==> src/design/ps2_mouse_cursor_tracker_assert.svh <==
// ----------------------------------------------------------------------------
// PS/2 mouse cursor tracker assertion macros
// Shared property wrappers, clocked on the rising edge, muted during reset.
// ----------------------------------------------------------------------------
`ifndef PS2_MOUSE_CURSOR_TRACKER_ASSERT_SVH
`define PS2_MOUSE_CURSOR_TRACKER_ASSERT_SVH

// Check that a condition implies another in the same cycle.
`define PMCT_ASSERT_NOW(lbl, clk, rstn, ante, cons, msg) \
  lbl: assert property (@(posedge clk) disable iff (!rstn) (ante) |-> (cons)) \
    else $error(msg);

// Check that a condition implies another in the next cycle.
`define PMCT_ASSERT_NEXT(lbl, clk, rstn, ante, cons, msg) \
  lbl: assert property (@(posedge clk) disable iff (!rstn) (ante) |=> (cons)) \
    else $error(msg);

`endif

==> src/design/pmct_pkg.sv <==
// ----------------------------------------------------------------------------
// PS/2 mouse cursor tracker package
// Item types, packet type, screen limits, reset values and the clamp helper.
// ----------------------------------------------------------------------------
`timescale 1ns / 1ps
`default_nettype none

package pmct_pkg;

  // Input item: one controller byte with its source flag
  typedef struct packed {
    logic [7:0] rx_byte;
    logic       from_mouse;
  } pmct_in_t;

  // Result item: one cursor move report
  typedef struct packed {
    logic [6:0] old_col;
    logic [4:0] old_row;
    logic [6:0] new_col;
    logic [4:0] new_row;
    logic [7:0] button_byte;
    logic [2:0] changed_buttons;
  } pmct_out_t;

  // Complete three-byte mouse packet
  typedef struct packed {
    logic [7:0] btn;
    logic [7:0] dx;
    logic [7:0] dy;
  } pmct_pkt_t;

  // Effective (already limited) screen size
  typedef struct packed {
    logic [7:0] cols;
    logic [5:0] rows;
  } pmct_scr_t;

  // Configuration register indexes
  typedef enum logic [0:0] {
    CFG_SCREEN_COLS = 1'b0,
    CFG_SCREEN_ROWS = 1'b1
  } pmct_cfg_e;

  localparam logic [7:0] COLS_RESET = 8'd80;
  localparam logic [5:0] ROWS_RESET = 6'd25;
  localparam logic [7:0] COLS_MAX   = 8'd128;
  localparam logic [5:0] ROWS_MAX   = 6'd32;
  localparam logic [6:0] COL_RESET  = 7'd40;
  localparam logic [4:0] ROW_RESET  = 5'd12;
  localparam logic [1:0] LAST_BYTE  = 2'd2;
  localparam int unsigned XSIGN_BIT = 4;
  localparam int unsigned YSIGN_BIT = 5;

  // Clamp a signed position into 0 .. limit-1 (limit is 1..128)
  function automatic logic [6:0] clamp_pos(logic signed [9:0] v, logic [7:0] limit);
    logic [7:0] top;
    top = limit - 8'd1;
    if (v[9]) begin
      clamp_pos = 7'd0;
    end else if (v[8:0] >= {1'b0, limit}) begin
      clamp_pos = top[6:0];
    end else begin
      clamp_pos = v[6:0];
    end
  endfunction

endpackage

`default_nettype wire

==> src/design/pmct_front.sv <==
// ----------------------------------------------------------------------------
// PS/2 mouse cursor tracker front end
// Drops non-mouse bytes and gathers mouse bytes into three-byte packets.
// ----------------------------------------------------------------------------
`timescale 1ns / 1ps
`default_nettype none

module pmct_front (
  input  wire logic                clk_i,
  input  wire logic                rst_ni,
  input  wire logic                in_valid_i,
  output logic                     in_stall_o,
  input  wire pmct_pkg::pmct_in_t  in_data_i,
  output logic                     push_o,
  output pmct_pkg::pmct_pkt_t      pkt_o,
  input  wire logic                full_i
);

  logic       accept;
  logic       take;
  logic [1:0] idx_q, idx_d;
  logic [7:0] b0_q, b1_q;

  // Stall while the packet queue has no room
  assign in_stall_o = full_i;
  assign accept     = in_valid_i && !full_i;
  assign take       = accept && in_data_i.from_mouse;

  // Push on the third mouse byte
  assign push_o    = take && (idx_q == pmct_pkg::LAST_BYTE);
  assign pkt_o.btn = b0_q;
  assign pkt_o.dx  = b1_q;
  assign pkt_o.dy  = in_data_i.rx_byte;

  // Advance byte position
  always_comb begin
    idx_d = idx_q;
    if (take) begin
      idx_d = (idx_q == pmct_pkg::LAST_BYTE) ? 2'd0 : idx_q + 2'd1;
    end
  end

  always_ff @(posedge clk_i or negedge rst_ni) begin
    if (!rst_ni) begin
      idx_q <= 2'd0;
    end else begin
      idx_q <= idx_d;
    end
  end

  // Hold the first two packet bytes
  always_ff @(posedge clk_i) begin
    if (take && idx_q == 2'd0) begin
      b0_q <= in_data_i.rx_byte;
    end
    if (take && idx_q == 2'd1) begin
      b1_q <= in_data_i.rx_byte;
    end
  end

endmodule

`default_nettype wire

==> src/design/pmct_queue.sv <==
// ----------------------------------------------------------------------------
// PS/2 mouse cursor tracker packet queue
// Small FIFO of complete packets between the front and back ends.
// ----------------------------------------------------------------------------
`timescale 1ns / 1ps
`default_nettype none

`include "ps2_mouse_cursor_tracker_assert.svh"

module pmct_queue #(
  parameter int unsigned Depth = 2
) (
  input  wire logic                 clk_i,
  input  wire logic                 rst_ni,
  input  wire logic                 push_i,
  input  wire pmct_pkg::pmct_pkt_t  push_data_i,
  output logic                      full_o,
  input  wire logic                 pop_i,
  output pmct_pkg::pmct_pkt_t       head_o,
  output logic                      empty_o
);

  localparam int unsigned PtrW = $clog2(Depth);
  localparam int unsigned CntW = $clog2(Depth + 1);

  pmct_pkg::pmct_pkt_t mem_q [Depth];
  logic [PtrW-1:0] wr_ptr_q, wr_ptr_d;
  logic [PtrW-1:0] rd_ptr_q, rd_ptr_d;
  logic [CntW-1:0] cnt_q, cnt_d;

  assign full_o  = (cnt_q == CntW'(Depth));
  assign empty_o = (cnt_q == '0);
  assign head_o  = mem_q[rd_ptr_q];

  // Advance pointers and fill count
  always_comb begin
    wr_ptr_d = wr_ptr_q;
    rd_ptr_d = rd_ptr_q;
    cnt_d    = cnt_q;
    if (push_i) begin
      wr_ptr_d = (wr_ptr_q == PtrW'(Depth - 1)) ? '0 : wr_ptr_q + PtrW'(1);
    end
    if (pop_i) begin
      rd_ptr_d = (rd_ptr_q == PtrW'(Depth - 1)) ? '0 : rd_ptr_q + PtrW'(1);
    end
    if (push_i && !pop_i) begin
      cnt_d = cnt_q + CntW'(1);
    end else if (pop_i && !push_i) begin
      cnt_d = cnt_q - CntW'(1);
    end
  end

  always_ff @(posedge clk_i or negedge rst_ni) begin
    if (!rst_ni) begin
      wr_ptr_q <= '0;
      rd_ptr_q <= '0;
      cnt_q    <= '0;
    end else begin
      wr_ptr_q <= wr_ptr_d;
      rd_ptr_q <= rd_ptr_d;
      cnt_q    <= cnt_d;
    end
  end

  // Store pushed packets
  always_ff @(posedge clk_i) begin
    if (push_i) begin
      mem_q[wr_ptr_q] <= push_data_i;
    end
  end

  `PMCT_ASSERT_NOW(q_no_overflow, clk_i, rst_ni, push_i, !full_o, "push into full queue")
  `PMCT_ASSERT_NOW(q_no_underflow, clk_i, rst_ni, pop_i, !empty_o, "pop from empty queue")
  `PMCT_ASSERT_NEXT(q_pop_count, clk_i, rst_ni, pop_i && !push_i, cnt_q == $past(cnt_q) - CntW'(1), "fill count did not drop on pop")

endmodule

`default_nettype wire

==> src/design/pmct_back.sv <==
// ----------------------------------------------------------------------------
// PS/2 mouse cursor tracker back end
// Applies packet deltas to the cursor, clamps to the screen, registers result.
// ----------------------------------------------------------------------------
`timescale 1ns / 1ps
`default_nettype none

`include "ps2_mouse_cursor_tracker_assert.svh"

module pmct_back (
  input  wire logic                 clk_i,
  input  wire logic                 rst_ni,
  input  wire pmct_pkg::pmct_scr_t  scr_i,
  input  wire pmct_pkg::pmct_pkt_t  pkt_i,
  input  wire logic                 empty_i,
  output logic                      pop_o,
  output logic                      out_valid_o,
  input  wire logic                 out_stall_i,
  output pmct_pkg::pmct_out_t       out_data_o
);

  logic [6:0]        col_q, col_d;
  logic [4:0]        row_q, row_d;
  logic [2:0]        prev_btn_q;
  logic              out_valid_q, out_valid_d;
  pmct_pkg::pmct_out_t out_q;
  logic signed [9:0] dx, dy, col_sum, row_sum;

  // Pop when the output register is free or being drained
  assign pop_o = !empty_i && (!out_valid_q || !out_stall_i);

  // Sign-extend 9-bit deltas and form full-width sums
  assign dx      = {{2{pkt_i.btn[pmct_pkg::XSIGN_BIT]}}, pkt_i.dx};
  assign dy      = {{2{pkt_i.btn[pmct_pkg::YSIGN_BIT]}}, pkt_i.dy};
  assign col_sum = $signed({3'b000, col_q}) + dx;
  assign row_sum = $signed({5'b00000, row_q}) - dy;

  // Clamp to the screen
  always_comb begin
    logic [6:0] rclamp;
    rclamp = pmct_pkg::clamp_pos(row_sum, {2'b00, scr_i.rows});
    col_d  = pmct_pkg::clamp_pos(col_sum, scr_i.cols);
    row_d  = rclamp[4:0];
  end

  // Load, hold or drain the result
  always_comb begin
    out_valid_d = out_valid_q;
    if (pop_o) begin
      out_valid_d = 1'b1;
    end else if (!out_stall_i) begin
      out_valid_d = 1'b0;
    end
  end

  always_ff @(posedge clk_i or negedge rst_ni) begin
    if (!rst_ni) begin
      col_q       <= pmct_pkg::COL_RESET;
      row_q       <= pmct_pkg::ROW_RESET;
      prev_btn_q  <= 3'd0;
      out_valid_q <= 1'b0;
    end else begin
      out_valid_q <= out_valid_d;
      if (pop_o) begin
        col_q      <= col_d;
        row_q      <= row_d;
        prev_btn_q <= pkt_i.btn[2:0];
      end
    end
  end

  // Capture the result item
  always_ff @(posedge clk_i) begin
    if (pop_o) begin
      out_q.old_col         <= col_q;
      out_q.old_row         <= row_q;
      out_q.new_col         <= col_d;
      out_q.new_row         <= row_d;
      out_q.button_byte     <= pkt_i.btn;
      out_q.changed_buttons <= pkt_i.btn[2:0] ^ prev_btn_q;
    end
  end

  assign out_valid_o = out_valid_q;
  assign out_data_o  = out_q;

  `PMCT_ASSERT_NEXT(bk_cursor_track, clk_i, rst_ni, pop_o, out_valid_q && col_q == out_q.new_col && row_q == out_q.new_row, "cursor not updated from result")
  `PMCT_ASSERT_NEXT(bk_btn_track, clk_i, rst_ni, pop_o, prev_btn_q == out_q.button_byte[2:0], "button history not updated")

endmodule

`default_nettype wire

==> src/design/ps2_mouse_cursor_tracker.sv <==
// ----------------------------------------------------------------------------
// PS/2 mouse cursor tracker
// Gathers PS/2 mouse bytes into packets and tracks a clamped text cursor.
//
//   channel   dir   handshake                 payload
//   in        in    in_valid_i / in_stall_o   in_data_i  (pmct_in_t)
//   out       out   out_valid_o / out_stall_i out_data_o (pmct_out_t)
//   cfg       in    cfg_we_i                  cfg_idx_i, cfg_wdata_i
//
// One byte is taken per cycle while in_stall_o is low. A packet's third byte
// enters the queue; its result is registered when the back end pops it. The
// back end's single add-and-clamp retires one packet per cycle when unstalled.
// Reset (async, low) sets the cursor to column 40, row 12 and an 80 x 25 screen.
// in_stall_o rises only while the packet queue is full, which happens when
// out_stall_i holds the result register and further packets pile up.
// ----------------------------------------------------------------------------
`timescale 1ns / 1ps
`default_nettype none

module ps2_mouse_cursor_tracker #(
  parameter int unsigned QueueDepth = 2
) (
  input  wire logic                 clk_i,
  input  wire logic                 rst_ni,
  input  wire logic                 in_valid_i,
  output logic                      in_stall_o,
  input  wire pmct_pkg::pmct_in_t   in_data_i,
  output logic                      out_valid_o,
  input  wire logic                 out_stall_i,
  output pmct_pkg::pmct_out_t       out_data_o,
  input  wire logic                 cfg_we_i,
  input  wire logic [0:0]           cfg_idx_i,
  input  wire logic [7:0]           cfg_wdata_i
);

  logic [7:0]          cols_q;
  logic [5:0]          rows_q;
  pmct_pkg::pmct_scr_t scr;
  logic                push, pop, full, empty;
  pmct_pkg::pmct_pkt_t push_pkt, head_pkt;

  // Write configuration registers
  always_ff @(posedge clk_i or negedge rst_ni) begin
    if (!rst_ni) begin
      cols_q <= pmct_pkg::COLS_RESET;
      rows_q <= pmct_pkg::ROWS_RESET;
    end else if (cfg_we_i) begin
      case (pmct_pkg::pmct_cfg_e'(cfg_idx_i))
        pmct_pkg::CFG_SCREEN_COLS: cols_q <= cfg_wdata_i;
        pmct_pkg::CFG_SCREEN_ROWS: rows_q <= cfg_wdata_i[5:0];
        default: ;
      endcase
    end
  end

  // Limit screen size to its legal range
  always_comb begin
    scr.cols = cols_q;
    if (cols_q == 8'd0) begin
      scr.cols = 8'd1;
    end else if (cols_q > pmct_pkg::COLS_MAX) begin
      scr.cols = pmct_pkg::COLS_MAX;
    end
    scr.rows = rows_q;
    if (rows_q == 6'd0) begin
      scr.rows = 6'd1;
    end else if (rows_q > pmct_pkg::ROWS_MAX) begin
      scr.rows = pmct_pkg::ROWS_MAX;
    end
  end

  pmct_front u_front (
    .clk_i      (clk_i),
    .rst_ni     (rst_ni),
    .in_valid_i (in_valid_i),
    .in_stall_o (in_stall_o),
    .in_data_i  (in_data_i),
    .push_o     (push),
    .pkt_o      (push_pkt),
    .full_i     (full)
  );

  pmct_queue #(
    .Depth (QueueDepth)
  ) u_queue (
    .clk_i       (clk_i),
    .rst_ni      (rst_ni),
    .push_i      (push),
    .push_data_i (push_pkt),
    .full_o      (full),
    .pop_i       (pop),
    .head_o      (head_pkt),
    .empty_o     (empty)
  );

  pmct_back u_back (
    .clk_i       (clk_i),
    .rst_ni      (rst_ni),
    .scr_i       (scr),
    .pkt_i       (head_pkt),
    .empty_i     (empty),
    .pop_o       (pop),
    .out_valid_o (out_valid_o),
    .out_stall_i (out_stall_i),
    .out_data_o  (out_data_o)
  );

endmodule

`default_nettype wire

==> config.mk <==
export PLATFORM = sky130hd
export DESIGN_NAME = ps2_mouse_cursor_tracker
export DESIGN_NICKNAME = d
export VERILOG_FILES = /design/src/design/pmct_pkg.sv /design/src/design/pmct_front.sv /design/src/design/pmct_queue.sv /design/src/design/pmct_back.sv /design/src/design/ps2_mouse_cursor_tracker.sv
export VERILOG_INCLUDE_DIRS = /design/src /design/src/design
export SDC_FILE = /design/constraint.sdc
export NUM_CORES = 1
export LEC_CHECK = 0
export ABC_AREA = 1
export BUFFER_PORTS_ARGS = -buffer_cell sky130_fd_sc_hd__buf_4
export CAP_MARGIN = 20
export CORE_MARGIN = 8
export CORE_UTILIZATION = 64
export DETAILED_ROUTE_END_ITERATION = 7
export PLACE_DENSITY = 0.84
export SYNTH_ARGS = -nofsm -noshare
export SYNTH_HDL_FRONTEND = slang
export SYNTH_SLANG_ARGS = --single-unit
==> constraint.sdc <==
create_clock -name clk_i -period 10.3 [get_ports clk_i]
set_input_delay 0 -clock clk_i [delete_from_list [all_inputs] [get_ports clk_i]]
set_output_delay 0 -clock clk_i [all_outputs]
set_load 0.005 [all_outputs]
After elaboration in Yosys (flattened, before gate mapping)
Memory sizes are Yosys's and may differ from the RTL's.
Index checks and enable logic that the tools add are counted.
Widths: inputs -> output; s select.
Storage, ports and cells
  flip-flop bits (word level): 87
  bits in writable memories: 48
  bits of input ports: 23
  word-level logic and storage cells: 77
  memories kept: 1
Cells by class
  add/subtract/negate cells: 9
  $lt $le $gt $ge: 4
  equality and inequality tests: 4
  muxes and demuxes: 17
  bitwise logic cells: 2
  reduce and logical (&&, ||, !) cells: 22
Memories
  u_queue.mem_q: depth 2, width 24, read ports 1, clocked after memory_dff 0, wr ports 1, line pmct_queue.sv:26  | pmct_pkg::pmct_pkt_t mem_q [Depth];
Operators by type and width (count)
  $mux 8: 2
  $mux 7: 2
  $mux 6: 2
  $add 8x9->10: 1
  $mux 5: 2
  $sub 6x9->10: 1
  $ge 9x6->1: 1
  $ge 9x8->1: 1
  $gt 8x8->1 const B: 1
  $logic_and 1x1->1: 8
  $logic_not 8->1: 1
  $sub 7x1->7 const B: 1
  $gt 6x6->1 const B: 1
  $logic_not 1->1: 6
  $logic_not 6->1: 1
  $mux 1: 6
  $mux 2: 3
  $sub 5x1->5 const B: 1
  $add 2x1->2 const B: 2
  $eq 2x2->1 const B: 2
  $logic_not 2->1: 2
  $reduce_and 2->1: 2
  $xor 3x3->3: 1
  $add 1x1->1 const B: 2
  6 further kinds: 6

Logic depth before layout (Yosys ltp)
  depth in word-level cells: 9
  mapped depth: 25
  depth with buffers taken out: 23

Modules after synthesis
From an unflattened synthesis, not the netlist that was laid out.
Unflattened totals
  cell total of the unflattened synthesis: 616
  area, all modules: 6707.7 um^2
By module, submodules not included
  pmct_back: instances 1, cells an instance 383, area an instance 3259.4 um^2, sequential area each 1456.4 um^2
  pmct_queue: instances 1, cells an instance 100, area an instance 2040.7 um^2, sequential area each 1541.5 um^2
  ps2_mouse_cursor_tracker: instances 1, cells an instance 89, area an instance 739.5 um^2, sequential area each 356.6 um^2
  pmct_front: instances 1, cells an instance 44, area an instance 668.1 um^2, sequential area each 530.5 um^2

Worst setup path before layout
OpenSTA, ideal clock, no wires.
  path kind: flip-flop to flip-flop
  start: register u_queue.rd_ptr_q
  end: register u_back.out_q, in the netlist u_back.out_data_o[19], data pin
  library setup time: 0.255 ns
  arrival time: 3.339 ns
  data required time: 10.045 ns
  slack: 6.705 ns
  stages on the path, launching flop included: 21
  path buffers: 2
  path through: dfrtp_1 -> buf_2 -> clkbuf_1 -> nand2_1 -> nand2_1 -> ha_1 -> inv_1 -> fa_1 -> nand3b_1 -> nand2_1 -> xor2_1 -> inv_1 -> ha_1 -> nand2_1 -> nor3_1 -> nor2_1 -> o21ai_0 -> nand2_1 -> nand3_4 -> nand2_1 -> and3_1
On the way
  longest elaborated chain between the ends: 5
Ends and longest elaborated chain
  from (decl): line pmct_queue.sv:28  | logic [PtrW-1:0] rd_ptr_q, rd_ptr_d;
  from (signal assigned): line pmct_queue.sv:60  | rd_ptr_q <= rd_ptr_d;
  $mem_v2 2x24 (*)
  $add 8x9->10 (*): line pmct_back.sv:35  | assign col_sum = $signed({3'b000, col_q}) + dx;
  $ge 9x8->1: line pmct_pkg.sv:61  | end else if (v[8:0] >= {1'b0, limit}) begin
  $mux 7: line pmct_pkg.sv:61
  $mux 7 (*): line pmct_pkg.sv:59  | if (v[9]) begin
  named net u_back.col_d[3]: line pmct_back.sv:22  | logic [6:0] col_q, col_d;
  to (decl): line pmct_back.sv:26  | pmct_pkg::pmct_out_t out_q;
The timed path passes the listed nets; every way through them passes the cells marked *.
A chain may end at the register's enable or synchronous reset.

Final worst setup path
  start: register u_queue.rd_ptr_q
  end: register u_back.out_q, in the netlist u_back.out_data_o[14], data pin
On the way
  longest elaborated chain between the ends: 5
Ends and longest elaborated chain
  $mem_v2 2x24 (*)
  $sub 6x9->10 (*): line pmct_back.sv:36  | assign row_sum = $signed({5'b00000, row_q}) - dy;
  $ge 9x6->1: line pmct_pkg.sv:61
  $mux 5: line pmct_pkg.sv:61
  $mux 5 (*): line pmct_pkg.sv:59
  named net u_back.row_d[3]: line pmct_back.sv:23  | logic [4:0] row_q, row_d;
Marks and branches as above.

==> results.toml <==
[outcome]
status = "complete, no violations"

[global_routing]
grt_usage_pct = 22.5
grt_overflow = 0
grtUsageMet2_pct = 40.1
busiest_layer = "met2"
grt_pass1_vias = 4799
use_met3_pct = 4.31
grt_max_degree = 52
antenna_found_initial = 0
grt_pass1_wl_um = 22800
globalRouteMet1Util_pct = 24.8

[logic_synthesis]
ys_types = 37
synthArstFlopShare_pct = 26.7
syn_area_per_cell_um2 = 10.6
synth_edf_count = 99
synth_warnings = 0
ys.flop_type = "edfxtp_1"
netlist_area_um2 = 6300
ys_seq_area_share_pct = 61.7
synth_nets = 646
synth.ff_latch_count = 135
synthCells = 592

[worst_setup_path]
reg2regPathDepth = 21
cp_slowest_cell = "dfrtp_1"
r2r_slack_ns = 5.79
critical_path.startpoint = "u_queue.rd_ptr_q"
crit_family = "simple AND/OR/NAND/NOR gates"
cp.arrival_ns = 4.78
cp-end-kind = "flop"
cp_num_buf_inv = 4
r2r_start = "u_queue.rd_ptr_q"
worst-path-stages = 21
critPathMaxStageDelay_ns = 0.92
cp-endpoint = "u_back.out_data_o[14]"
critPathLaunchType = "flop"
critPathMaxFanout = 25
critPathKind = "reg -> reg"
worst_path_most_repeated_cell = "nand2_1"
crit_required_ns = 10.57
r2r-end = "u_back.out_data_o[14]"
cp_cell_sequence = "inv_2 -> or2_2 -> o21ai_0 -> inv_1 -> fa_1 -> inv_1 -> nand3_1 -> nand2_1 -> xor2_1 -> inv_1 -> ha_1 -> nand2_1 -> nand2_1 -> nor2_1 -> nand2_1 -> nand2_1 -> nand2_2 -> nor2_4 -> nand3_2 -> nand2_1 -> a21oi_1"

[layout]
final_common_cell = "nand2_1"
final_util_pct = 80.0
antenna_cells = 0
layout_common_cells = "nand2_1, edfxtp_1, inv_1, buf_4, ha_1"
drive_gt1_share_pct = 17.7
stdcell_count = 840
layout.nets = 748
area_delta_synth_final_pct = 23.0

[sta]
slew_headroom_pct = 41.4
final-setup-viol-count = 0
worst_slew_pin_slew_ns = 0.880
setup_tns_ns = 0
period_share_pct = 43.8
min_period_ns = 4.51
rsz0062_at_grt = "false"
slew_viol_final = 0
max_clock_freq_mhz = 222
hold_viol_final = 0
finalClockSkew_ns = 0.00856

[die]
rows = 36
num_io_pins = 60
initial_core_util_pct = 65.1
fp.dieH_um = 115
die_w_um = 115
core_area_um2 = 9680
die_area_um2 = 13300

[clock_network]
clkTransAtPathRegs_ns = 0.07
numCtsBuffers = 17
clk_latency_ns = 0.52
clock_path_buffers = 2
ctsResizeCount = 0
post-cts-setup-buffers = 0
tritoncts = "yes"
cts_max_level = 4
cts.sinks = 135
cts_root_buf = "clkbuf_8"

[place]
place_congestion = 0.930
port_buffers = 59
dp_hpwl_um = 9170
dp_cells = 780

[power]
p_per_area_nw_per_um2 = 315
ir_drop_uv = 282
p_leak_nw = 3.49
total_power_mw = 2.44

[route]
vias = 4656
drt_iter0_drc = 357
drc = 0
viasPerCell = 5.54
wl_per_cell_um = 16.7
wl_um = 14000
firstDrtPassIters = 6
antenna_left = 0

[worst_hold_path]
hold_class = "in -> reg"

[job]
maxCapViolCount = 0
## synthesized netlist by cell type, types with 7 or more instances
cell type,n,area (µm²)
nand3_1,14,70.1
nand2_2,7,43.8
dfrtp_1,27,676
xor2_1,15,131
nand4_1,27,169
edfxtp_1,99,2970
and3_1,7,43.8
nor2_1,29,109
a21oi_1,14,70.1
ha_1,29,363
inv_1,65,244
dfstp_2,9,236
o21ai_0,21,105
nand2_1,179,672
## registers in the layout, indices dropped and copies added (netlist names), 2 cells and up
name,cells
u_back.out_data_o,35
u_front.idx_q,2
u_back.row_q,5
rows_q,6
u_front.b1_q,8
u_queue.mem_q,48
u_queue.cnt_q,2
u_front.b0_q,8
cols_q,8
u_back.col_q,7
u_back.prev_btn_q,3
## power breakdown
part | internal (mW) | switching, mW | leakage (nW)
clock | 0.306 | 0.251 | 0.266
sequential | 0.770 | 0.0808 | 1.35
combinational | 0.397 | 0.634 | 1.87
total | 1.47 | 0.966 | 3.49
## what timing repair did
item                                   4_1_cts  5_1_grt
endpoints found under the hold margin       85        0
setup endpoints to repair                    0        0
hold buffers                                28        0
## metrics by stage
step                      setup slack, ns  hold slack, ns  area [µm²]
final                                5.79           0.226        7750
after global routing                 5.36           0.214        7750
after CTS                            5.80           0.217        7750
after detailed placement             5.92        -0.00269        6920
after global placement               6.12         -0.0106        6890
after floorplan                      6.71          -0.296        6300
## worst min path at each step
stage / from / endpoint / slack, ns / cells after the start
floorplan: rst_ni / cols_q[0] / -0.30 / 0
detailed placement: rst_ni / u_back.row_q[4] / -0.003 / 1
global route: in_data_i[4] / u_front.b1_q[3] / 0.21 / 2
global placement: rst_ni / u_back.row_q[1] / -0.01 / 1
CTS: in_data_i[4] / u_front.b0_q[3] / 0.22 / 2
finish: in_data_i[8] / u_front.b0_q[7] / 0.23 / 2
## cell families after synthesis
| kind of cell | share of synthesized area, % |
|---|---|
| AOI/OAI and AO/OA | 4.39 |
| xor gates and xnor gates | 2.92 |
| adders and majority gates | 6.40 |
| buffers and inverters | 4.85 |
| DFF | 61.7 |
| muxes | 0.477 |
| and+or+nand+nor | 19.3 |
## layer usage
metal,up-vias,routed length [µm]
li1,2203,-
met1,2202,5420
met2,209,7280
met3,42,831
met4,0,466
met5,-,0
## layout make-up
class	instances	area, µm²
repair buffers	92	776
well taps	133	166
clock inverters	14	131
clock buffers	18	418
multi-input cells	379	2110
flip-flops and latches	135	3880
fillers	552	1930
inverters	69	259
Note: power is estimated with default switching activity, not from simulation.
